[src/rtl/core/bsm_div.sv]
// Restoring 32-bit unsigned divider, one quotient bit per cycle.
module bsm_div (
  input  logic        clk,
  input  logic        rst_n,
  input  logic        start,
  input  logic [31:0] dividend,
  input  logic [31:0] divisor,
  output logic        done,
  output logic [31:0] quotient
);

  logic [31:0] rem_r, rem_nxt;
  logic [31:0] quo_r, quo_nxt;
  logic [31:0] dvs_r, dvs_nxt;
  logic [4:0]  cnt_r, cnt_nxt;
  logic        busy_r, busy_nxt;
  logic        done_r, done_nxt;
  logic [32:0] shifted;
  logic [32:0] diff;

  always_comb begin
    rem_nxt  = rem_r;
    quo_nxt  = quo_r;
    dvs_nxt  = dvs_r;
    cnt_nxt  = cnt_r;
    busy_nxt = busy_r;
    done_nxt = 1'b0;
    shifted  = {rem_r, quo_r[31]};
    diff     = shifted - {1'b0, dvs_r};
    if (start) begin
      rem_nxt  = '0;
      quo_nxt  = dividend;
      dvs_nxt  = divisor;
      cnt_nxt  = '0;
      busy_nxt = 1'b1;
    end else if (busy_r) begin
      if (!diff[32]) begin
        rem_nxt = diff[31:0];
        quo_nxt = {quo_r[30:0], 1'b1};
      end else begin
        rem_nxt = shifted[31:0];
        quo_nxt = {quo_r[30:0], 1'b0};
      end
      cnt_nxt = cnt_r + 5'd1;
      if (cnt_r == 5'd31) begin
        busy_nxt = 1'b0;
        done_nxt = 1'b1;
      end
    end
  end

  always_ff @(posedge clk) begin
    if (!rst_n) begin
      busy_r <= 1'b0;
      done_r <= 1'b0;
      cnt_r  <= '0;
    end else begin
      busy_r <= busy_nxt;
      done_r <= done_nxt;
      cnt_r  <= cnt_nxt;
    end
    rem_r <= rem_nxt;
    quo_r <= quo_nxt;
    dvs_r <= dvs_nxt;
  end

  assign done     = done_r;
  assign quotient = quo_r;

endmodule

[config.mk]
export PLATFORM = sky130hd
export DESIGN_NAME = bsm_div
export DESIGN_NICKNAME = d
export VERILOG_FILES = /design/src/rtl/core/bsm_div.sv
export SDC_FILE = /design/constraint.sdc
export NUM_CORES = 1
export LEC_CHECK = 0
export BUFFER_PORTS_ARGS = -buffer_cell sky130_fd_sc_hd__buf_2
export CORE_AREA = 2 2 109 111
export CTS_CLUSTER_DIAMETER = 100
export DETAILED_ROUTE_END_ITERATION = 8
export DIE_AREA = 0 0 111 113
export PLACE_DENSITY_LB_ADDON = 0.05
export SYNTH_ARGS = -nofsm -noshare
export SYNTH_HDL_FRONTEND = slang
export SYNTH_SLANG_ARGS = --single-unit
[constraint.sdc]
create_clock -name clk -period 5.29 [get_ports clk]
set_clock_uncertainty 0.05 [all_clocks]
set_input_delay 0 -clock clk [delete_from_list [all_inputs] [get_ports clk]]
set_output_delay 0 -clock clk [all_outputs]
set_load 0.01 [all_outputs]
==> summary.md <==
| Metric | Value |
|---|---|
| Status | finished clean |
| Slowest cell on crit path | or4_1 |
| Vias/cell | 5.632 |
| CP max FO | 13 |
| CTS Buffer Depth | 2 |
| Minimum hold slack | 0.2943 ns |
| Die area | 12540 µm² |
| P_leak | 3.172 nW |
| Worst setup SP type | register |
| Antenna diodes | 0 |
| Commonest non-fill, non-tap cells in the layout | buf_2 (98), dlygate4sd3_1 (65), edfxtp_1 (64), nand2_1 (54), nor2_1 (47) |
| Final Util | 67.83% |
| Synth Warn # | 0 |
| Post-CTS Repair Setup Buffers | 0 |
| Clock Sinks | 103 |
| Crit-path cells | inv_1, ha_1, fa_1, nand2b_1, a21o_1, a311o_1, a21boi_1, or3_4, nand3_1, buf_4, or4_1, nand3_1 |
| Fmax | 264.6 MHz |
| CP required | 5.53 ns |
| Slew Viols, Final | 0 |
| GPL Wtd Cong | 0.9143 |
| XOR/XNOR Fraction of Synth Area | 3.554% |
| Clock Tree Root | clkbuf_16 |
| Switch share | 27.74% |
| Synth Register Bits | 103 |
| Syn_area_per_cell | 10.08 µm² |
| Row cnt | 39 |
| DRT iter0 DRCs | 267 |
| Share of total power in combinational logic | 22.0% |
| Post-DR wirelength/cell | 16.41 µm |
| Number of synthesized flops with an enable pin | 64 |
| Complex-gate fraction of the synthesized area | 17.61% |
| Die height | 113 µm |
| GR Overflow Total | 0 |
| Kind of critical path | register to register |
| Setup ws final | 1.511 ns |
| Vias in the first global route | 5150 |
| Fin crit share | 71.43% |
| Slowest stage delay, CP | 0.57 ns |
| Post-DP HPWL | 9.695 mm |
| Worst-Skew Late Latency | 0.36 ns |
| Synthesized cell area | 6161 µm² |
| Post-route insts no fill | 907 |
| Layout cells sized above 1 | 20.94% |
| GRT Total Usage | 24.36% |
| Power share of the clock group | 32.3% |
| Post-layout min period | 3.779 ns |
| Final ANT Viol Nets | 0 |
| Worst Path Arrival | 4.02 ns |
| Worst Max-Slew Pin Slew | 1.069 ns |
| Seq pwr share | 45.7% |
| Main combinational cell family by area after synthesis | compound AO/OA/AOI/OAI gates |
| Post-synthesis instance total | 611 |
| Hold Vio Cnt, Final | 0 |
| Most common cell after layout, fill and taps aside | buf_2 |
| First-pass GRT wire length | 24.50 mm |
| Fin nets | 861 |
| Peak VDD IR | 0.3025 mV |
| Htree depth | 3 |
| Setup WS pre-CTS | 1.513 ns |
| Switching pwr | 0.5791 mW |
| Post-synthesis simple-gate area fraction | 13.81% |
| Rel. slew slack | 28.71% |
| Register area share after synthesis | 43.87% |
| IO Port Bufs | 99 |
| Max-Cap Viols | 0 |
| CTS tree | built |
| CORE AREA | 11270 µm² |
| Number of setup violations in the final report | 0 |
| Io pins | 100 |
| Via Count | 5108 |
| Worst hold path class | primary input to register |
| Crit path top cell by count | nand3_1 |
| Post-synthesis adder-cell area fraction | 7.230% |
| Placed instance count | 826 |
| First drt pass iteration count | 5 |
| RSZ-0062 raised after global routing | no |
| Critical Path Sink Type | register |
| Asr flop ratio synth | 0% |
| CTS buffer count | 9 |
| Initial Util | 54.66% |
| Routed wire length | 14.88 mm |
| Pint | 1.508 mW |
| Die Wd | 111 µm |
| Ys flop type | edfxtp_1 |
| Post-synthesis mux area share | 8.753% |
| Synth Net Count | 713 |
| Largest net degree at the start of global routing | 91 |
| Clock Pin Slew Worst Setup and Hold Paths | 0.07 ns |
| Residual DRC count | 0 |
| Worst path bufs/invs | 2 |
| Total negative slack | 0 ns |
| Antenna violations before repair | 0 |
| Cell family with the largest share of critical-path delay | simple AND/OR/NAND/NOR gates |
| Layout area overhead | 24.11% |
| Pwr Density | 273.0 nW/µm² |
| Distinct cells, synth | 69 |
[what timing repair did]
item                                   4_1_cts  5_1_grt
hold buffers                                65        0
endpoints found under the hold margin       71        0
resized for setup                            0        0
setup endpoints to repair                    0        0
[sequential cells by signal, summed over array words and instances (netlist names)]
register	flops
dvs_r	32
busy_r	1
quotient	32
rem_r	32
cnt_r	5
done	1
[routing by layer]
metal	share of wire, %	GRT usage [%]	up-vias
met5	0	0	-
met4	1.7	7.667	0
met3	4.7	6.588	20
met2	51	43.35	114
met1	43	28.86	2415
li1	-	-	2559
[worst register-to-register path, delay by kind of cell (launching register included)]
kind,cells,cell delay (ns)
buffers and inverters,2,0.42
AOI/OAI and AO/OA,3,0.84
DFF,1,0.38
adders and majority gates,2,0.60
and+or+nand+nor,5,1.43
[power by group through the flow]
stage               clock network [mW]  logic (mW)  registers [mW]
floorplan                            0       0.287           0.978
global placement                     0       0.404           0.968
detailed placement                   0       0.413           0.971
CTS                              0.693       0.452           0.954
global route                     0.727       0.505           0.963
finish                           0.674       0.459           0.955
[synthesized netlist by cell type (4+ instances only)]
library cell | n | area, µm²
o21ai_0 | 21 | 105.1
a21oi_1 | 28 | 140.1
or4_1 | 5 | 37.54
and2_1 | 4 | 25.02
and3_1 | 8 | 50.05
o211ai_1 | 7 | 52.55
nor2b_1 | 4 | 25.02
nand2b_1 | 7 | 43.79
mux2_2 | 31 | 349.1
nand4_1 | 9 | 56.30
inv_1 | 41 | 153.9
a31oi_1 | 5 | 31.28
or3_1 | 5 | 31.28
dfxtp_1 | 39 | 780.8
ha_1 | 34 | 425.4
o21a_1 | 6 | 45.04
mux2i_1 | 19 | 190.2
clkbuf_1 | 21 | 78.83
o21ai_1 | 6 | 30.03
nand2_1 | 54 | 202.7
nand3_1 | 9 | 45.04
a311oi_1 | 13 | 113.9
a21o_1 | 18 | 135.1
nor2_1 | 47 | 176.4
o31ai_1 | 6 | 45.04
xnor2_1 | 14 | 122.6
xor2_1 | 11 | 96.34
a211oi_1 | 14 | 105.1
edfxtp_1 | 64 | 1922
[cell families after synthesis]
family,count (synthesis)
simple gates,171
compound gates,155
flops,103
buf+inv,72
mux,50
fa+ha+maj,35
xor+xnor,25
[worst paths after layout]
kind	startpoint	end	slack, ns	depth (start not counted)
hold reg to reg	rem_r[11]	rem_r[11]	0.42	2
setup / recovery	quotient[31]	rem_r[27]	1.51	12
hold / removal	divisor[0]	dvs_r[0]	0.29	2
setup reg to reg	quotient[31]	rem_r[27]	1.51	12
[through the flow]
step	power [mW]	instance area, µm²
floorplan	1.265	6161
global placement	1.373	6699
detailed placement	1.384	6699
CTS	2.099	7646
global route	2.196	7646
finish	2.088	7646
[area by class of cell]
class	count	area (µm²)
Fill cell	892	3626
Timing Repair Buffer	167	1171
Inverter	42	157.7
Tap cell	143	178.9
Sequential cell	103	2703
Clock inverter	5	63.81
Multi-Input combinational cell	436	3139
Clock buffer	11	232.7
Power figures use the tool's default switching activity.
