==> src/rtl/core/bsm_ram.sv <==
// Generic single-port RAM with registered read.
module bsm_ram #(
  parameter int WIDTH = 8,
  parameter int DEPTH = 256
) (
  input  logic                     clk,
  input  logic                     we,
  input  logic [$clog2(DEPTH)-1:0] addr,
  input  logic [WIDTH-1:0]         wdata,
  output logic [WIDTH-1:0]         rdata
);

  logic [WIDTH-1:0] mem_r [DEPTH];
  logic [WIDTH-1:0] rdata_r;

  always_ff @(posedge clk) begin
    if (we) begin
      mem_r[addr] <= wdata;
    end
    rdata_r <= mem_r[addr];
  end

  assign rdata = rdata_r;

endmodule

==> config.mk <==
export PLATFORM = sky130hd
export DESIGN_NAME = bsm_ram
export DESIGN_NICKNAME = d
export VERILOG_FILES = /design/src/rtl/core/bsm_ram.sv
export SDC_FILE = /design/constraint.sdc
export NUM_CORES = 2
export LEC_CHECK = 0
export ABC_AREA = 0
export ABC_CLOCK_PERIOD_IN_PS = 2800
export BUFFER_PORTS_ARGS = -buffer_cell sky130_fd_sc_hd__buf_4
export CAP_MARGIN = 40
export CORE_MARGIN = 2
export CORE_UTILIZATION = 63
export CTS_CLUSTER_DIAMETER = 200
export DETAILED_ROUTE_END_ITERATION = 7
export GPL_TIMING_DRIVEN = 0
export HOLD_SLACK_MARGIN = 0.06
export PLACE_DENSITY = 0.79
export SYNTH_ARGS = -nofsm -noshare
export SYNTH_HDL_FRONTEND = slang
export SYNTH_SLANG_ARGS = --single-unit
==> constraint.sdc <==
create_clock -name clk -period 2.8 [get_ports clk]
set_input_delay 0.28 -clock clk [delete_from_list [all_inputs] [get_ports clk]]
set_output_delay 0.28 -clock clk [all_outputs]
set_load 0.01 [all_outputs]
==> results.json <==
{
  "timing.final.ws_setup_ns": -0.2241,
  "chipHeight_um": 357.0,
  "nNetsFinal": 3875,
  "final_core_utilization": 0.7222,
  "worst_case_reg_to_reg_path_depth": 5,
  "grt_busiest_layer": "met2",
  "route.final.wire_length_mm": 211.2,
  "synth_area_in_compound_gates": 0.03622,
  "wl_per_cell_um": 37.31,
  "avgSynthCellArea_sq_um": 22.13,
  "io-pin-count": 26,
  "final.period_utilization": 1.080,
  "setup.reg_to_reg.worst_slack_ns": -0.12,
  "die_w_um": 357.0,
  "gp_routability_congestion": 0.9800,
  "hold_path_class": "in2reg",
  "run_status": "complete, but fails checks",
  "fin_worst_hold_slack_ns": 0.08997,
  "place.detailed.hpwl_mm": 129.8,
  "placement.io_buffers": 21,
  "layout.cell_area.non_filler_sq_um": 89290,
  "synth_simple_gate_area_frac": 0.01733,
  "critical_path_arrival_ns": 3.47,
  "timing.critical_path.slowest_cell_delay_ns": 0.69,
  "crit_buf_inv": 6,
  "worstReg2RegEnd": "rdata[2]$_DFF_P_",
  "layout-area-overhead-vs-synth_pct": 13.76,
  "drc_violations_left": 8,
  "htree_levels": 4,
  "yosysUniqueCellTypes": 22,
  "ant_nets": 0,
  "postSynthNetCount": 3565,
  "synth_adder_area_share": 0,
  "maximum_number_of_pins_on_one_net_before_global_route_repair": 167,
  "number_of_antenna_violations_at_the_first_check_in_global_routing": 9,
  "floorplan.die_area_sq_um": 127400,
  "skew_ns": 0.01889,
  "yosys_warn_count": 0,
  "setup_viol": 253,
  "timing.critical_path.fanout_max": 10,
  "unrepaired_setup_endpoints_after_global_routing": "yes",
  "critical-path-slowest-cell": "sky130_fd_sc_hd__nor2_1",
  "path_class": "in2reg",
  "drt_pass1_iterations": 8,
  "initial_core_utilization": 0.6349,
  "timing.critical_path.required_ns": 3.25,
  "worstHoldPathCells": 1,
  "path_delay_family": "buffers and inverters",
  "synth_area_sq_um": 78490,
  "critical_path_depth": 9,
  "global_routing_usage_on_met3": 0.1120,
  "routed_via_density": 7.253,
  "max-vdd-ir-drop_uv": 721.8,
  "post-cts-setup-buffers": 0,
  "cts_max_path_buffers": 3,
  "global_route.usage.met1": 0.4413,
  "crit_path_start_kind": "input pin",
  "slew_headroom": 0.2780,
  "category_of_the_worst_setup_path_capture_point": "flip-flop",
  "placement.cell_area_sq_um": 81610,
  "power_per_cell_area_nw_per_um2": 707.7,
  "r2r_start": "mem_r[122][2]$_DFFE_PP_",
  "min_period_ns": 3.024,
  "fmaxAchievable_ghz": 0.3307,
  "overflow": 0,
  "tritoncts_num_sinks": 2056,
  "detailroute.via_count": 41070,
  "grtUsageMet2": 0.5109,
  "final_cell_count_no_fill": 5662,
  "clk-insertion-delay-late_ns": 0.83,
  "drv.max_cap_violation_count": 0,
  "placeableCoreArea_sq_um": 123600,
  "netlist_instances": 3547,
  "clkTransAtPathRegs_ns": 0.06,
  "tightest_slew_ns": 1.083,
  "worstHoldStart": "wdata[2]",
  "clock_buffers_created_by_tritoncts": 193,
  "fraction_of_final_layout_cells_sized_beyond_drive_strength_1": 0.3052,
  "combinational_family_with_the_most_area_after_synthesis": "multiplexers",
  "dpl.cell_count": 5282,
  "tritoncts": "yes",
  "drt_iter0_markers": 7108,
  "post_synth_xor_area_fraction": 0,
  "synth_seq_cells": 2056,
  "grt_pass1_vias": 40910,
  "row_count": 129,
  "finalHoldViolCount": 0,
  "slew_violations": 0,
  "fraction_of_the_yosys_area_taken_by_sequential_cells": 0.7855,
  "critical_path.cell_chain": "buf_2, nor2b_1, buf_1, buf_8, buf_2, buf_2, nand3_1, clkbuf_2, nor2_1",
  "globalRouteTotalUtil": 0.3371,
  "violations": "design-rule violations, negative setup slack",
  "grt_pass1_wl_mm": 297.5,
  "root_cell_of_the_clock_tree": "sky130_fd_sc_hd__clkbuf_16",
  "dp_worst_setup_slack_ns": -2.151,
  "min_to": "mem_r[90][2]$_DFFE_PP_",
  "crit_top_cell": "sky130_fd_sc_hd__buf_2",
  "power.leakage_nw": 27.21,
  "synthMuxAreaShare": 0.1469
}
[per-layer routing]
| metal | share of wire | vias to the layer above |
|---|---|---|
| li1 | - | 15720 |
| met4 | 0.061 | 16 |
| met5 | 0.0017 | - |
| met1 | 0.33 | 21080 |
| met3 | 0.14 | 698 |
| met2 | 0.47 | 3553 |
[Yosys cell counts, drive strengths merged]
cell type  count  area (sq um)
a21oi        128         640.6
a22oi        256          1922
and2           3         18.77
buf           87         551.8
clkbuf       145         544.3
dfxtp          8         160.2
edfxtp      2048         61500
inv            1         3.750
mux4         512         11530
nand2         28         105.1
nand2b         6         37.54
nand3         13         65.06
nand4          8         50.05
nor2         232         870.8
nor2b          7         43.79
nor3          30         150.1
o41ai         32         280.3
or2            2         12.51
or3            1         6.260
[how the worst max path moves through the flow]
stage,end,slack [ns],startpoint
floorplan,mem_r[111][0]$_DFFE_PP_,0.30,addr[1]
global placement,mem_r[208][3]$_DFFE_PP_,-2.66,addr[3]
detailed placement,mem_r[255][3]$_DFFE_PP_,-2.15,addr[3]
CTS,mem_r[231][7]$_DFFE_PP_,-0.07,addr[0]
global route,mem_r[134][3]$_DFFE_PP_,-0.16,addr[2]
finish,mem_r[134][3]$_DFFE_PP_,-0.22,addr[2]
[report_power, final]
group          internal (W)  leakage [nW]  switching (W)  total, W
combinational       0.00107          5.72        0.00220   0.00327
clock                0.0146          3.02         0.0114    0.0260
sequential           0.0339          18.5      0.0000245    0.0339
total                0.0496          27.2         0.0136    0.0632
[cell usage in the layout (no fill, tap or decap), drive strengths merged, types with 4 or more instances in the layout]
cell / synthesis / layout
inv: 1 / 10
clkinv: 0 / 73
nor3: 30 / 30
bufinv: 0 / 17
nand4: 8 / 8
diode: 0 / 5
nand2b: 6 / 6
nand2: 28 / 28
clkdlybuf4s15: 0 / 4
edfxtp: 2048 / 2048
nand3: 13 / 13
a21oi: 128 / 128
nor2b: 7 / 7
mux4: 512 / 512
clkbuf: 145 / 402
nor2: 232 / 232
dlygate4sd3: 0 / 7
buf: 87 / 186
o41ai: 32 / 32
dfxtp: 8 / 8
a22oi: 256 / 256
clkinvlp: 0 / 7
[stage by stage]
step	setup TNS, ns	total power [W]
6_report	-12.60	0.06319
4_1_cts	-1.513	0.06302
2_1_floorplan	0	0.03611
3_5_place_dp	-2575.45	0.03761
3_3_place_gp	-3735.14	0.03748
5_1_grt	-3.980	0.06435
[kinds of logic (layout without fill, tap and decap cells)]
| kind of cell | after synthesis | count (layout) |
|---|---|---|
| multiplexers | 512 | 512 |
| AND/OR/NAND/NOR | 330 | 330 |
| AO/OA/AOI/OAI | 416 | 416 |
| other | 0 | 5 |
| flip-flops | 2056 | 2056 |
| buffers and inverters | 233 | 706 |
[registers in the layout (all words and copies together) (netlist names)]
register / cells
mem_r: 2048
rdata: 8
[what timing repair did]
action | in CTS | in global routing
hold buffers | 7 | 0
hold endpoints to repair | 519 | 0
gates resized for setup | 291 | 125
pin swaps | 0 | 2
setup endpoints to repair | 1584 | 659
[area by class of cell]
| class | instances | area (sq um) |
|---|---|---|
| well taps | 1637 | 2048 |
| clock buffers | 252 | 5166 |
| inverters | 1 | 3.754 |
| fillers | 6675 | 34340 |
| repair buffers | 117 | 1236 |
| flip-flops and latches | 2056 | 61660 |
| plain buffers | 230 | 1279 |
| multi-input cells | 1258 | 16860 |
| clock inverters | 106 | 1026 |
| diodes | 5 | 12.51 |
[worst reg2reg max path, delay by kind of cell, from the launching register on]
family	cells	cell delay, ns
AND/OR/NAND/NOR	1	0.47
multiplexers	1	0.52
AO/OA/AOI/OAI	3	1.28
flip-flops	1	0.37
(Power assumes the default switching activity.)
